**src/design/swdd_pkg.sv**
```systemverilog
// ----------------------------------------------------------------------------
// Swing-damping door detector package
// Types and constants shared by the door detector modules.
// ----------------------------------------------------------------------------
package swdd_pkg;

    localparam int PITCH_W  = 17;
    localparam int RATE_W   = 24;
    localparam int LIMIT_W  = 16;
    localparam int THRESH_W = 23;
    localparam int SIZE_W   = 23;
    localparam int CFG_IDX_W  = 2;
    localparam int CFG_DATA_W = 23;

    localparam logic [SIZE_W-1:0] SIZE_MAX = {SIZE_W{1'b1}};

    // Register indexes of the configuration port.
    localparam logic [CFG_IDX_W-1:0] CFG_OPEN_LIMIT  = 2'd0;
    localparam logic [CFG_IDX_W-1:0] CFG_CLOSE_LIMIT = 2'd1;
    localparam logic [CFG_IDX_W-1:0] CFG_SWING_THR   = 2'd2;

    localparam logic [LIMIT_W-1:0]  OPEN_LIMIT_RST  = 16'd1024;
    localparam logic [LIMIT_W-1:0]  CLOSE_LIMIT_RST = 16'd307;
    localparam logic [THRESH_W-1:0] SWING_THR_RST   = 23'd128;

    typedef enum logic [1:0] {
        KIND_NONE   = 2'd0,
        KIND_PEAK   = 2'd1,
        KIND_TROUGH = 2'd2
    } t_kind;

    typedef enum logic [1:0] {
        ST_NOT_READY = 2'd0,
        ST_DETECTING = 2'd1,
        ST_OPEN      = 2'd2,
        ST_CLOSED    = 2'd3
    } t_status;

    typedef struct packed {
        logic [LIMIT_W-1:0]  open_limit;
        logic [LIMIT_W-1:0]  close_limit;
        logic [THRESH_W-1:0] swing_thr;
    } t_cfg;

    typedef struct packed {
        logic                      fusion_ready;
        logic signed [PITCH_W-1:0] pitch_angle;
        logic signed [RATE_W-1:0]  rate_x;
        logic                      gyro_moving;
        logic                      accel_moving;
    } t_sample;

endpackage

```
**src/design/swdd_tracker.sv**
```systemverilog
// ----------------------------------------------------------------------------
// Swing tracker
// Follows the rate direction, merges peaks and troughs, counts swings and
// damped swings, and decides the door status of each accepted sample.
// ----------------------------------------------------------------------------
module swdd_tracker
    import swdd_pkg::*;
#(
    parameter int COUNT_WIDTH = 16
) (
    input  logic    i_clk,
    input  logic    i_rst_n,
    input  logic    i_accept,
    input  t_sample i_sample,
    input  t_cfg    i_cfg,
    output t_status o_status
);

    logic signed [RATE_W-1:0] r_last_rate, n_last_rate;
    logic                     r_rising, n_rising;
    logic                     r_started, n_started;
    t_kind                    r_last_kind, n_last_kind;
    t_kind                    r_earlier_kind, n_earlier_kind;
    logic [SIZE_W-1:0]        r_last_size, n_last_size;
    logic [SIZE_W-1:0]        r_earlier_size, n_earlier_size;
    logic [COUNT_WIDTH-1:0]   r_swing_cnt, n_swing_cnt;
    logic [COUNT_WIDTH-1:0]   r_damped_cnt, n_damped_cnt;
    t_status                  r_held, n_held;

    logic [PITCH_W-1:0]       pitch_mag;
    logic                     is_open;
    logic                     dir_new;
    logic signed [RATE_W:0]   last_ext;
    logic signed [RATE_W:0]   thr_ext;
    logic [RATE_W:0]          neg_last;
    logic                     peak_hit;
    logic                     trough_hit;
    t_kind                    ext_kind;
    t_kind                    other_kind;
    logic [SIZE_W-1:0]        ext_size;
    logic                     earlier_valid;
    t_status                  status;

    localparam logic [COUNT_WIDTH-1:0] CNT_MAX = {COUNT_WIDTH{1'b1}};

    assign pitch_mag = i_sample.pitch_angle[PITCH_W-1]
                     ? (~i_sample.pitch_angle + 1'b1)
                     : i_sample.pitch_angle;
    assign is_open = pitch_mag >= {1'b0, i_cfg.open_limit};

    // Equal rates keep the previous direction.
    assign dir_new = (i_sample.rate_x > r_last_rate) ? 1'b1
                   : (i_sample.rate_x < r_last_rate) ? 1'b0 : r_rising;

    assign last_ext = {r_last_rate[RATE_W-1], r_last_rate};
    assign thr_ext  = $signed({2'b00, i_cfg.swing_thr});
    assign neg_last = -last_ext;

    assign peak_hit   = r_rising && !dir_new && (last_ext > thr_ext);
    assign trough_hit = !r_rising && dir_new && (last_ext <= -thr_ext);

    assign ext_kind   = peak_hit ? KIND_PEAK : KIND_TROUGH;
    assign other_kind = peak_hit ? KIND_TROUGH : KIND_PEAK;
    // Only the most negative rate overflows the trough magnitude.
    assign ext_size   = peak_hit ? r_last_rate[SIZE_W-1:0]
                      : (neg_last > (RATE_W+1)'(SIZE_MAX)) ? SIZE_MAX
                      : neg_last[SIZE_W-1:0];
    assign earlier_valid = (r_earlier_kind == KIND_PEAK) || (r_earlier_kind == KIND_TROUGH);

    always_comb begin
        n_last_rate    = r_last_rate;
        n_rising       = r_rising;
        n_started      = r_started;
        n_last_kind    = r_last_kind;
        n_earlier_kind = r_earlier_kind;
        n_last_size    = r_last_size;
        n_earlier_size = r_earlier_size;
        n_swing_cnt    = r_swing_cnt;
        n_damped_cnt   = r_damped_cnt;
        n_held         = r_held;
        status         = ST_NOT_READY;

        if (i_sample.fusion_ready) begin
            n_last_rate = i_sample.rate_x;
            if (is_open) begin
                n_started      = 1'b0;
                n_last_kind    = KIND_NONE;
                n_earlier_kind = KIND_NONE;
                n_last_size    = '0;
                n_earlier_size = '0;
                n_swing_cnt    = '0;
                n_damped_cnt   = '0;
                status         = ST_OPEN;
            end else begin
                n_rising = dir_new;
                if (r_started) begin
                    if (peak_hit || trough_hit) begin
                        if (r_last_kind == ext_kind) begin
                            if (ext_size > r_last_size) begin
                                n_last_size = ext_size;
                            end
                        end else if (r_last_kind == other_kind) begin
                            if (earlier_valid) begin
                                if (r_last_size <= r_earlier_size && r_damped_cnt != CNT_MAX) begin
                                    n_damped_cnt = r_damped_cnt + 1'b1;
                                end
                                if (r_swing_cnt != CNT_MAX) begin
                                    n_swing_cnt = r_swing_cnt + 1'b1;
                                end
                            end
                            n_earlier_kind = r_last_kind;
                            n_earlier_size = r_last_size;
                            n_last_kind    = ext_kind;
                            n_last_size    = ext_size;
                        end else begin
                            n_last_kind = ext_kind;
                            n_last_size = ext_size;
                        end
                    end
                    if (!i_sample.gyro_moving && !i_sample.accel_moving) begin
                        if (n_damped_cnt >= (n_swing_cnt >> 1)
                                && pitch_mag < {1'b0, i_cfg.close_limit}) begin
                            n_held = ST_CLOSED;
                        end else begin
                            n_held = ST_OPEN;
                        end
                    end
                end else begin
                    n_started = 1'b1;
                    n_held    = ST_DETECTING;
                end
                status = n_held;
            end
        end
    end

    assign o_status = status;

    always_ff @(posedge i_clk) begin
        if (!i_rst_n) begin
            r_last_rate    <= '0;
            r_rising       <= 1'b0;
            r_started      <= 1'b0;
            r_last_kind    <= KIND_NONE;
            r_earlier_kind <= KIND_NONE;
            r_last_size    <= '0;
            r_earlier_size <= '0;
            r_swing_cnt    <= '0;
            r_damped_cnt   <= '0;
            r_held         <= ST_DETECTING;
        end else if (i_accept) begin
            r_last_rate    <= n_last_rate;
            r_rising       <= n_rising;
            r_started      <= n_started;
            r_last_kind    <= n_last_kind;
            r_earlier_kind <= n_earlier_kind;
            r_last_size    <= n_last_size;
            r_earlier_size <= n_earlier_size;
            r_swing_cnt    <= n_swing_cnt;
            r_damped_cnt   <= n_damped_cnt;
            r_held         <= n_held;
        end
    end

`ifndef SYNTHESIS
    // A damped swing is always counted as a swing as well.
    assert property (@(posedge i_clk) disable iff (!i_rst_n)
        r_damped_cnt <= r_swing_cnt)
        else $error("damped count exceeds swing count");

    // Without tracking there are no swings.
    assert property (@(posedge i_clk) disable iff (!i_rst_n)
        !r_started |-> (r_swing_cnt == '0 && r_last_kind == KIND_NONE))
        else $error("swing state present while tracking is stopped");

    // An older extreme only exists once a newer one has been seen.
    assert property (@(posedge i_clk) disable iff (!i_rst_n)
        (r_last_kind == KIND_NONE) |-> (r_earlier_kind == KIND_NONE))
        else $error("older extreme held without a newer one");
`endif

endmodule

```
**src/design/swdd_out_reg.sv**
```systemverilog
// ----------------------------------------------------------------------------
// Result register
// Holds one door status until the downstream side takes it.
// ----------------------------------------------------------------------------
module swdd_out_reg
    import swdd_pkg::*;
(
    input  logic    i_clk,
    input  logic    i_rst_n,
    input  logic    i_load,
    input  t_status i_status,
    input  logic    i_taken,
    output logic    o_valid,
    output t_status o_status
);

    logic    r_valid;
    t_status r_status;

    always_ff @(posedge i_clk) begin
        if (!i_rst_n) begin
            r_valid <= 1'b0;
        end else if (i_load) begin
            r_valid <= 1'b1;
        end else if (i_taken) begin
            r_valid <= 1'b0;
        end
    end

    always_ff @(posedge i_clk) begin
        if (i_load) begin
            r_status <= i_status;
        end
    end

    assign o_valid  = r_valid;
    assign o_status = r_status;

endmodule

```
**src/design/swing_damping_door_detector.sv**
```systemverilog
// A result appears on the master side in the cycle after its sample is taken.
// Throughput: one sample per cycle while results are taken; the single result
// register is refilled in the same cycle in which its previous status is taken.
// Reset: synchronous, active low; limits return to 1024, 307 and 128, tracking
// is cleared and the held status is detecting. No clearing pass is needed.
// ----------------------------------------------------------------------------
// Swing-damping door detector
// Classifies each sample as not ready, detecting, open or closed from pitch
// and the damping of rotation-rate swings.
// ----------------------------------------------------------------------------
module swing_damping_door_detector
    import swdd_pkg::*;
#(
    parameter int COUNT_WIDTH = 16
) (
    input  logic                  i_clk,
    input  logic                  i_rst_n,
    input  logic                  i_cfg_wr_en,
    input  logic [CFG_IDX_W-1:0]  i_cfg_index,
    input  logic [CFG_DATA_W-1:0] i_cfg_data,
    input  logic                  s_axis_tvalid,
    output logic                  s_axis_tready,
    // [16:0] pitch_angle, [40:17] rate_x, [41] gyro_moving, [42] accel_moving
    input  logic [47:0]           s_axis_tdata,
    // [0] fusion_ready
    input  logic [0:0]            s_axis_tuser,
    output logic                  m_axis_tvalid,
    input  logic                  m_axis_tready,
    // [1:0] door_code
    output logic [7:0]            m_axis_tdata
);

    t_cfg    r_cfg;
    t_sample sample;
    t_status next_status;
    t_status held_out;
    logic    accept;
    logic    out_valid;

    always_ff @(posedge i_clk) begin
        if (!i_rst_n) begin
            r_cfg.open_limit  <= OPEN_LIMIT_RST;
            r_cfg.close_limit <= CLOSE_LIMIT_RST;
            r_cfg.swing_thr   <= SWING_THR_RST;
        end else if (i_cfg_wr_en) begin
            case (i_cfg_index)
                CFG_OPEN_LIMIT:  r_cfg.open_limit  <= i_cfg_data[LIMIT_W-1:0];
                CFG_CLOSE_LIMIT: r_cfg.close_limit <= i_cfg_data[LIMIT_W-1:0];
                CFG_SWING_THR:   r_cfg.swing_thr   <= i_cfg_data[THRESH_W-1:0];
                default: begin
                end
            endcase
        end
    end

    assign sample.fusion_ready = s_axis_tuser[0];
    assign sample.pitch_angle  = s_axis_tdata[16:0];
    assign sample.rate_x       = s_axis_tdata[40:17];
    assign sample.gyro_moving  = s_axis_tdata[41];
    assign sample.accel_moving = s_axis_tdata[42];

    // A new transaction is taken whenever the result register is empty or
    // is being emptied in this cycle.
    assign s_axis_tready = !out_valid || m_axis_tready;
    assign accept        = s_axis_tvalid && s_axis_tready;

    swdd_tracker #(
        .COUNT_WIDTH (COUNT_WIDTH)
    ) u_tracker (
        .i_clk    (i_clk),
        .i_rst_n  (i_rst_n),
        .i_accept (accept),
        .i_sample (sample),
        .i_cfg    (r_cfg),
        .o_status (next_status)
    );

    swdd_out_reg u_out_reg (
        .i_clk    (i_clk),
        .i_rst_n  (i_rst_n),
        .i_load   (accept),
        .i_status (next_status),
        .i_taken  (m_axis_tready),
        .o_valid  (out_valid),
        .o_status (held_out)
    );

    assign m_axis_tvalid = out_valid;
    assign m_axis_tdata  = {6'b0, held_out};

`ifndef SYNTHESIS
    // A sample without valid orientation data always reports not ready.
    assert property (@(posedge i_clk) disable iff (!i_rst_n)
        (accept && !s_axis_tuser[0]) |=>
        (m_axis_tvalid && m_axis_tdata[1:0] == ST_NOT_READY))
        else $error("unready sample did not report not ready");

    // A valid sample never reports not ready.
    assert property (@(posedge i_clk) disable iff (!i_rst_n)
        (accept && s_axis_tuser[0]) |=>
        (m_axis_tvalid && m_axis_tdata[1:0] != ST_NOT_READY))
        else $error("ready sample reported not ready");

    // Input is only held off while a result waits to be taken.
    assert property (@(posedge i_clk) disable iff (!i_rst_n)
        !s_axis_tready |-> (m_axis_tvalid && !m_axis_tready))
        else $error("input stalled without a pending result");
`endif

endmodule
```
**config.mk**
```make
export PLATFORM = sky130hd
export DESIGN_NAME = swing_damping_door_detector
export DESIGN_NICKNAME = d
export VERILOG_FILES = /design/src/design/swdd_pkg.sv /design/src/design/swdd_tracker.sv /design/src/design/swdd_out_reg.sv /design/src/design/swing_damping_door_detector.sv
export SDC_FILE = /design/constraint.sdc
export NUM_CORES = 1
export LEC_CHECK = 0
export ABC_AREA = 0
export BUFFER_PORTS_ARGS = -buffer_cell sky130_fd_sc_hd__buf_2
export CAP_MARGIN = 0
export CORE_MARGIN = 1
export CORE_UTILIZATION = 57
export DETAILED_ROUTE_END_ITERATION = 7
export PLACE_DENSITY = 0.89
export SETUP_SLACK_MARGIN = 0.05
export SYNTH_ARGS = -nofsm -noshare
export SYNTH_HDL_FRONTEND = slang
export SYNTH_HIERARCHICAL = 1
export SYNTH_SLANG_ARGS = --single-unit
export TNS_END_PERCENT = 1
```
**constraint.sdc**
```tcl
create_clock -name i_clk -period 6.6 [get_ports i_clk]
set_clock_uncertainty 0.1 [all_clocks]
set_input_delay 0.33 -clock i_clk [delete_from_list [all_inputs] [get_ports i_clk]]
set_output_delay 0.33 -clock i_clk [all_outputs]
set_load 0.005 [all_outputs]
```
* After elaboration in Yosys (flattened, before gate mapping)
Cells that the tools add are included.
W data, S select, Z words.
** Word-level totals
- Register bits :: 168
- Bits of input ports :: 79
- Output and inout bits :: 10
- Logic and storage cells :: 135
** Operators by class
- $add $sub $neg :: 5
- Order comparisons :: 10
- Equal/unequal tests :: 15
- Muxes and demuxes :: 53
- Bitwise logic cells :: 3
- Reduce and logical (&&, ||, !) cells :: 32
** Operators by type and width (number)
- $mux W16 :: 20
- $mux W23 :: 12
- $gt A24 B24 Y1 :: 2
- $add A16 B1 Y16 const B :: 2
- $ne A16 B16 Y1 const B :: 2
- $mux W2 :: 14
- $gt A25 B23 Y1 const B :: 1
- $le A24 B25 Y1 :: 1
- $neg A23 Y25 :: 1
- $neg A24 Y25 :: 1
- $lt A24 B24 Y1 :: 1
- $gt A23 B23 Y1 :: 1
- $le A23 B23 Y1 :: 1
- $add A17 B1 Y17 const B :: 1
- $ge A17 B16 Y1 :: 1
- $lt A17 B16 Y1 :: 1
- $mux W17 :: 1
- $not A17 Y17 :: 1
- $ge A16 B15 Y1 :: 1
- $ne A3 B1 Y1 const B :: 4
- $reduce_and A5 Y1 :: 2
- $logic_and A1 B1 Y1 :: 8
- $reduce_and A2 Y1 :: 4
- $reduce_and A8 Y1 :: 1
- other kinds (14) :: 34

* Depth between registers and ports, before layout
Gate-level depths: netlist of run 1.
- Word-level depth :: 20
- Gate-level depth with buffers :: 31
- Gate-level depth less buffers :: 29

* Cells and area by module
The synthesis of run 1 kept the hierarchy.
** Modules (own cells, without submodules)
- swdd_tracker :: times used 1, cells each 1457, area each 11309.6 um^2, sequential area each 2202.1 um^2
- swing_damping_door_detector :: times used 1, cells each 226, area each 2235.9 um^2, sequential area each 1101.1 um^2
- swdd_out_reg :: times used 1, cells each 5, area each 101.3 um^2, sequential area each 80.1 um^2

* Worst setup path after synthesis of run 1
OpenSTA, ideal clock, no wires.
- Kind :: register to register
- Start point :: register r_cfg[6] (netlist name)
- End point :: register u_out_reg.r_status[0] (netlist: u_out_reg/o_status[0]) (data pin)
- Setup time :: 0.257 ns
- Arrival time :: 6.265 ns
- Required time :: 6.243 ns
- Slack :: -0.022 ns
- Cell stages (with the launch flop) :: 28
- Buffers on the path :: 2
- Period minus slack after synthesis :: 6.622 ns
- Cell sequence :: dfxtp_1 > or4_1 > or3_4 > or4_4 > nor3_2 > nand3_1 > or4_4 > nor3_2 > xnor2_1 > ha_1 > nand4_1 > nor4b_1 > o211ai_1 > o2111ai_1 > a21o_1 > nor3_1 > o21ai_1 > clkbuf_1 > buf_2 > mux2_2 > ha_1 > nand2b_1 > a21o_1 > a21o_1 > a21oi_1 > o21ai_0 > a2111o_1 > o2111a_1
** On the way
- Longest elaborated chain between the ends :: 15
- Elaborated cells on any way between the ends :: 27
- Those cells by class :: 1 x add/sub; 3 x order compare; 2 x eq/ne; 17 x mux; 4 x reduce/logical
** RTL lines
- start, declared :: RTL line swing_damping_door_detector.sv:33 : t_cfg r_cfg;
- parallel branches: the longest is 10 deep, another holds $neg A23 Y25
- $ge A16 B15 Y1 (*) :: RTL line swdd_tracker.sv:121 : if (n_damped_cnt >= (n_swing_cnt >> 1)
- $logic_and A1 B1 Y1 (*) :: RTL line swdd_tracker.sv:122 : && pitch_mag < {1'b0, i_cfg.close_limit}) begin
- $mux W1 (*) :: RTL line swdd_tracker.sv:121
- $mux W2 (*) :: RTL line swdd_tracker.sv:120 : if (!i_sample.gyro_moving && !i_sample.accel_moving) begin
- $mux W2 (*) :: RTL line swdd_tracker.sv:96 : if (r_started) begin
- end signal, assigned :: RTL line swdd_out_reg.sv:32 : r_status <= i_status;
- end, declared :: RTL line swdd_out_reg.sv:18 : t_status r_status;
Every way passes the cells marked *. The select of a mux whose other input is x is not followed.
A chain may end at the register's enable or synchronous reset.

* Worst setup path in the final report of run 1
- Start point :: register r_cfg[6] (netlist name)
- End point :: register u_tracker.r_held[0]
** On the way
- Longest elaborated chain between the ends :: 15
- Elaborated cells on any way between the ends :: 27
- Those cells by class :: 1 x add/sub; 3 x order compare; 2 x eq/ne; 17 x mux; 4 x reduce/logical
** RTL lines
- parallel branches: the longest is 10 deep, another holds $neg A23 Y25
- $ge A16 B15 Y1 (*) :: RTL line swdd_tracker.sv:121
- $logic_and A1 B1 Y1 (*) :: RTL line swdd_tracker.sv:122
- $mux W1 (*) :: RTL line swdd_tracker.sv:121
- $mux W2 (*) :: RTL line swdd_tracker.sv:120
- $mux W2 (*) :: RTL line swdd_tracker.sv:96
- end signal, assigned :: RTL line swdd_tracker.sv:161 : r_held <= n_held;
- end, declared :: RTL line swdd_tracker.sv:28 : t_status r_held, n_held;
Marks and branches as above.

==> results of run 1 <==
[routing by layer]
metal / wire length (µm) / global-route usage, % / vias up
met3: 2810 / 5.95 / 156
met5: 0 / 0 / -
li1: - / - / 6171
met1: 15500 / 36.6 / 6075
met4: 1840 / 17.6 / 0
met2: 17400 / 51.1 / 624
[sequential cells by signal, summed over array words and instances, names as in the netlist]
name,cells
u_tracker/r_started,1
u_tracker/r_last_size,23
u_tracker/r_earlier_size,23
u_tracker/r_earlier_kind,2
u_out_reg/o_status,2
u_tracker/r_last_kind,2
u_out_reg/o_valid,1
u_tracker/r_damped_cnt,16
u_tracker/r_held,2
u_tracker/r_rising,1
u_tracker/r_swing_cnt,16
r_cfg,55
u_tracker/r_last_rate,24
[worst max path at each step]
stage	from	to	slack [ns]	depth (start not counted)
detailed placement	r_cfg[6]	u_tracker/r_held[0]	-0.14	28
global placement	r_cfg[6]	u_tracker/r_held[0]	-0.02	28
global route	r_cfg[7]	u_tracker/r_held[0]	-0.48	27
finish	r_cfg[6]	u_tracker/r_held[0]	-0.26	27
floorplan	r_cfg[6]	u_out_reg/o_status[0]	0.06	27
CTS	r_cfg[6]	u_tracker/r_held[0]	-0.01	27
[worst register-to-register path, delay by kind of cell (launching register included)]
family          cells  cell delay, ns
fa+ha+maj           2            0.60
simple gates       14            3.70
xor+xnor            2            0.25
compound gates      9            1.81
flops               1            0.32
[through the flow]
stage	std cells	TNS (ns)	worst slack (ns)
after floorplan	1693	0	0.0586
after global placement	2037	-0.0158	-0.0158
after detailed placement	2037	-0.252	-0.136
after CTS	2069	-0.00971	-0.00971
after global routing	2074	-0.924	-0.481
final	2074	-0.495	-0.259
[cell families after synthesis]
group | count (synthesis) | synth area share [%]
AO/OA/AOI/OAI | 365 | 19.5
XOR/XNOR | 64 | 4.11
adder cells (fa/ha/maj) | 169 | 15.5
buffers and inverters | 244 | 7.89
flip-flops | 168 | 24.8
multiplexers | 74 | 5.53
other | 1 | 0.0275
AND/OR/NAND/NOR | 603 | 22.6
[timing repair]
action / 4_1_cts / 5_1_grt
gates cloned: 0 / 0
resized for setup: 7 / 9
pin swaps: 0 / 5
hold buffers: 0 / 0
setup endpoints to repair: 2 / 20
buffers inserted: 0 / 5
[power breakdown]
part	internal, mW	leakage (nW)	switching, mW
logic	0.283	4.50	0.421
registers	1.05	1.37	0.0454
clock network	0.529	0.290	0.495
total	1.86	6.16	0.962
[cell type report]
cell class	instances	area (µm²)
Sequential cell	168	3380
Fill cell	1849	8480
Clock inverter	13	148
Inverter	147	552
Clock buffer	19	454
Multi-Input combinational cell	1281	9280
Timing Repair Buffer	127	776
Tap cell	319	399
[layout by cell type, fill, tap and decap left out, drive strengths merged, types with 14 or more instances in the layout]
cell	synthesis	routed
nor4	14	14
and3	17	17
a22o	25	25
nor2	80	80
nor2b	16	16
nand3	51	51
inv	147	154
xnor2	56	56
or4	16	16
a21oi	75	75
a21o	21	21
nand2	243	243
nor3	47	47
buf	52	127
o211ai	18	18
dfxtp	166	166
nand2b	15	15
ha	169	169
a31oi	28	28
clkbuf	45	19
o21ai	50	50
nand4	37	37
a21boi	29	29
mux2i	73	73
==> run summary, run 1 <==
layout cells sized above 1: 12.1%
fin. max-slew vios: 0
crit path max fanout: 4
Fmax achieved: 146 MHz
Syn Area/Cell: 8.08 µm²
hpwl dp: 27.4 mm
Crit path max-delay family: simple AND/OR/NAND/NOR gates
PD cells: 188 mW/mm²
Slew Limit Headroom: 10.9%
final hold viol count: 0
Hold Worst Slack: 0.0489 ns
Syn Inst Count: 1688
vias in the first global route: 12504
part of the Yosys area used for sequential elements: 24.8%
RSZ-0062 raised after global routing: true
Global Route Usage Sum: 30.6%
largest net degree at the start of global routing: 101
Routed WL per cell: 18.1 µm
1st-iter DRT viols: 1279
die area: 0.0246 mm²
via count: 13026
top-count cell post-synth: nand2_1
Core Util, Final: 63.9%
cell area after layout: 0.0150 mm²
post-synthesis cell area: 0.0136 mm²
final setup margin: -0.259 ns
status: complete, but fails checks
number of enable flip-flop cells after synthesis: 2
drt first pass iters: 6
crit end category: flip-flop
final wirelength: 37.5 mm
top cells by area, synth: dfxtp_1, ha_1, nand2_1, mux2i_1, inv_1
Critical Path RT: 6.84 ns
# IOs: 89
Synth top cells by count: nand2_1, ha_1, dfxtp_1
CP max stage cell: or4_1
max_cap viols: 0
vias per inst: 6.28
CTS tree: done
PnR Total Power: 2.82 mW
Synth cell types: 104
initial antenna violation count: 0
crit path time final: 6.86 ns
top_reg_cell synth: dfxtp_1
num rows: 56
cts bufs inserted: 17
Die Y: 157 µm
final setup fails: 2
asr flop ratio synth: 0%
Clock Latency Late Sink: 0.45 ns
gr ovfl total: 0
failing checks: setup timing
Startpoint Class: flip-flop
CP Buf/Inv Count: 0
Final period util: 104%
Clock Tree Buf Depth: 2
post-placement cell area: 0.0143 mm²
Residual DRC: 0
first-pass GRT wire length: 60.1 mm
ANT nets after route: 0
H-Tree Depth: 4
slowest stage delay, CP: 0.54 ns
Core Box Area: 0.0235 mm²
Final GP Congestion: 1.04
leading area contributor after synthesis: dfxtp_1
Peak VDD IR: 0.136 mV
Clock Pin Slew Worst Setup and Hold Paths: 0.08 ns
Die W: 157 µm
Hold WC Path Type: in2reg
synthesis-to-layout area growth: 9.87%
Ys Warns: 6
clock sink total: 168
WHS Path Cells: 3
number of diodes: 0
WS Path Type: reg2reg
CTS root buf: clkbuf_16
Initial Utilization: 58.1%
Reg2Reg Depth: 27
Worst Path Arrival: 7.10 ns
Critical R2R Capture: u_tracker/r_held[0]
Worst Tran Pin Value: 1.34 ns
leakage power: 6.16 nW
post-synth top area share: 24.4%
WHS Endpoint: r_cfg[18]
Yosys reg bits: 168
input/output buffers: 77
nets@finish: 1990
R2R setup slack: -0.26 ns
Reg-to-Reg Start: r_cfg[6]
min-delay src: i_cfg_data[18]
Power figures use the tool's default switching activity.
==> run 2: changes to the inputs <==
--- a/config.mk
+++ b/config.mk
@@ -11,6 +11,7 @@
 export CORE_MARGIN = 1
 export CORE_UTILIZATION = 57
 export DETAILED_ROUTE_END_ITERATION = 7
+export HOLD_SLACK_MARGIN = 0.06
 export PLACE_DENSITY = 0.89
 export SETUP_SLACK_MARGIN = 0.05
 export SYNTH_ARGS = -nofsm -noshare
==> run 2 against run 1 <==
  * Via count up 1.2%
  * Critical path depth stayed put
  * Largest power group unchanged
  * Clock power about the same
  * Non-clock buffer count rose by 10
  * Routed wire length increased by 0.93%
  * Worst setup slack better by 0.0063 ns
  * The run still ends with setup timing left
  * Sequential share of layout area is 0.15 points lower
==> run summary, run 2 (synthesis results as in run 1) <==
area of the multi-input gates: 0.00928 mm² (unchanged)
PD cells: 188 mW/mm² (-0.38%)
non-filler cells, final: 2084 (+0.48%)
via count: 13186 (+1.2%)
Logic pwr share: 25.0% (about the same)
synthesis-to-layout area growth: 10.6%
Final period util: 104% (about the same)
final hold viol count: 0 (unchanged)
crit path max fanout: 4 (unchanged)
Die W: 157 µm (unchanged)
Critical Path RT: 6.84 ns (about the same)
Placed Cells: 2037 (unchanged)
hpwl dp: 27.4 mm (unchanged)
# fillers: 1827 (-1.2%)
commonest non-fill, non-tap cell in the layout: nand2_1
Hold Worst Slack: 0.0645 ns (+0.0156 ns)
Startpoint Class: flip-flop
1st-iter DRT viols: 1193 (-6.7%)
# IOs: 89 (unchanged)
leakage power: 6.20 nW (+0.68%)
Clock Tree Buf Depth: 2 (unchanged)
vias in the first global route: 12632 (+1.0%)
Slew Limit Headroom: 15.7% (+4.8 points)
drt first pass iters: 5 (-1)
die area: 0.0246 mm² (unchanged)
Worst Tran Pin Value: 1.26 ns (-0.0720 ns)
Top reg by flops: r_cfg
clock sink total: 168 (unchanged)
Clock Pin Slew Worst Setup and Hold Paths: 0.08 ns (about the same)
switching share of power: 34.1% (+0.043 points)
max_cap viols: 0 (unchanged)
P_sw: 0.965 mW (+0.41%)
initial antenna violation count: 0 (unchanged)
Die Y: 157 µm (unchanged)
Global Route Usage Sum: 31.0% (+0.34 points)
num rows: 56 (unchanged)
vias per inst: 6.33 (+0.74%)
Flop pwr share: 38.7% (about the same)
cts bufs inserted: 17 (unchanged)
Peak VDD IR: 0.135 mV (-0.21%)
final setup margin: -0.253 ns (+0.00630 ns)
H-Tree Depth: 4 (unchanged)
largest net degree at the start of global routing: 101 (unchanged)
final wirelength: 37.9 mm (+0.93%)
max reg flops: 55 (unchanged)
status: complete, but fails checks
failing checks: setup timing
layout cells sized above 1: 12.0% (-0.068 points)
Worst Path Arrival: 7.10 ns (about the same)
internal power: 1.87 mW (+0.22%)
Hold WC Path Type: in2reg
R2R setup slack: -0.25 ns (about the same)
part of the power in the clock network: 36.3% (about the same)
crit end category: flip-flop
Final GP Congestion: 1.04 (unchanged)
Regs by FF count: r_cfg: 55 flops, u_tracker/r_last_rate: 24 flops
fin. max-slew vios: 0 (unchanged)
Clock Latency Late Sink: 0.45 ns (about the same)
register area: 0.00338 mm² (unchanged)
WS Path Type: reg2reg
input/output buffers: 77 (unchanged)
ANT nets after route: 0 (unchanged)
CTS tree: done
Routed WL per cell: 18.2 µm (+0.45%)
gr ovfl total: 0 (unchanged)
most frequent cells in the layout: nand2_1, ha_1, dfxtp_1
Initial Utilization: 58.1% (unchanged)
CTS root buf: clkbuf_16
first-pass GRT wire length: 60.7 mm (+1.0%)
final setup fails: 2 (unchanged)
nets@finish: 2000 (+0.50%)
Core Box Area: 0.0235 mm² (unchanged)
Fmax achieved: 146 MHz (about the same)
Residual DRC: 0 (unchanged)
RSZ-0062 raised after global routing: true
number of diodes: 0 (unchanged)
crit path time final: 6.85 ns (-0.00630 ns)
run 2: cell types whose count changed in the layout (fill, tap and decap cells not counted):
cell,delta
dlygate4sd3_1,+10
run 2: area by class of cell:
cell class / count / share of cell area [%]
inverters: 147 / 3.66
repair buffers: 137 / 5.80
clock inverters: 13 / 0.978
clock buffers: 19 / 3.01
multi-input cells: 1281 / 61.5
flip-flops and latches: 168 / 22.4
well taps: 319 / 2.64
run 2: per-layer routing:
metal  track usage [%]  share of wire (%)  vias up
met2              51.6                 46      643
met4              17.9                5.0        0
met1              37.2                 41     6195
met5                 0                  0        -
li1                  -                  -     6193
met3              5.84                7.9      155
run 2: worst paths after layout:
kind / start / endpoint / depth (start not counted)
min: s_axis_tdata[34] / u_tracker/r_last_rate[17] / 3
max: r_cfg[6] / u_tracker/r_held[0] / 27
max reg2reg: r_cfg[6] / u_tracker/r_held[0] / 27
min reg2reg: r_cfg[54] / r_cfg[54] / 2
run 2: power groups by stage:
stage	combinational, mW	clock, mW	sequential [mW]
2_1_floorplan	0.497	0	1.10
3_3_place_gp	0.642	0	1.12
3_5_place_dp	0.671	0	1.12
4_1_cts	0.689	1.03	1.09
5_1_grt	0.780	1.07	1.10
6_report	0.709	1.03	1.10
run 2: critical path: stages (launching register included):
cell	delay, ns
dfxtp_1	0.32
or4_1	0.54
or3_4	0.35
or4_4	0.44
nor3_2	0.14
nand3_1	0.11
or4_4	0.46
nor3_2	0.14
xnor2_1	0.08
ha_1	0.29
nand4_1	0.17
nor4b_2	0.32
and3_1	0.21
o21ai_0	0.12
a21o_1	0.26
nor4b_4	0.44
o21ai_4	0.13
xor2_1	0.17
ha_1	0.32
nand2b_1	0.16
a21o_1	0.20
a21o_1	0.18
a21oi_1	0.14
o21ai_1	0.11
a2111o_1	0.43
nand3_1	0.10
nand3_1	0.08
a31o_2	0.25
run 2: stage by stage:
step                setup WS (ns)  TNS [ns]  power [mW]  area [µm²]  utilization (%)
floorplan                  0.0586         0        1.60       13700                -
detailed placement         -0.136    -0.252        1.79       14300             60.8
global route               -0.481    -0.924        2.95       15100             64.3
finish                     -0.253    -0.482        2.83       15100             64.3
global placement          -0.0158   -0.0158        1.76       14300             60.8
CTS                      -0.00971  -0.00971        2.81       15000             64.0
run 2: timing repair:
action / CTS / global route
setup buffers: 0 / 5
pin swaps: 0 / 5
setup endpoints to repair: 2 / 20
cloned: 0 / 0
hold endpoints to repair: 10 / 0
gates resized for setup: 7 / 9
hold buffers: 10 / 0
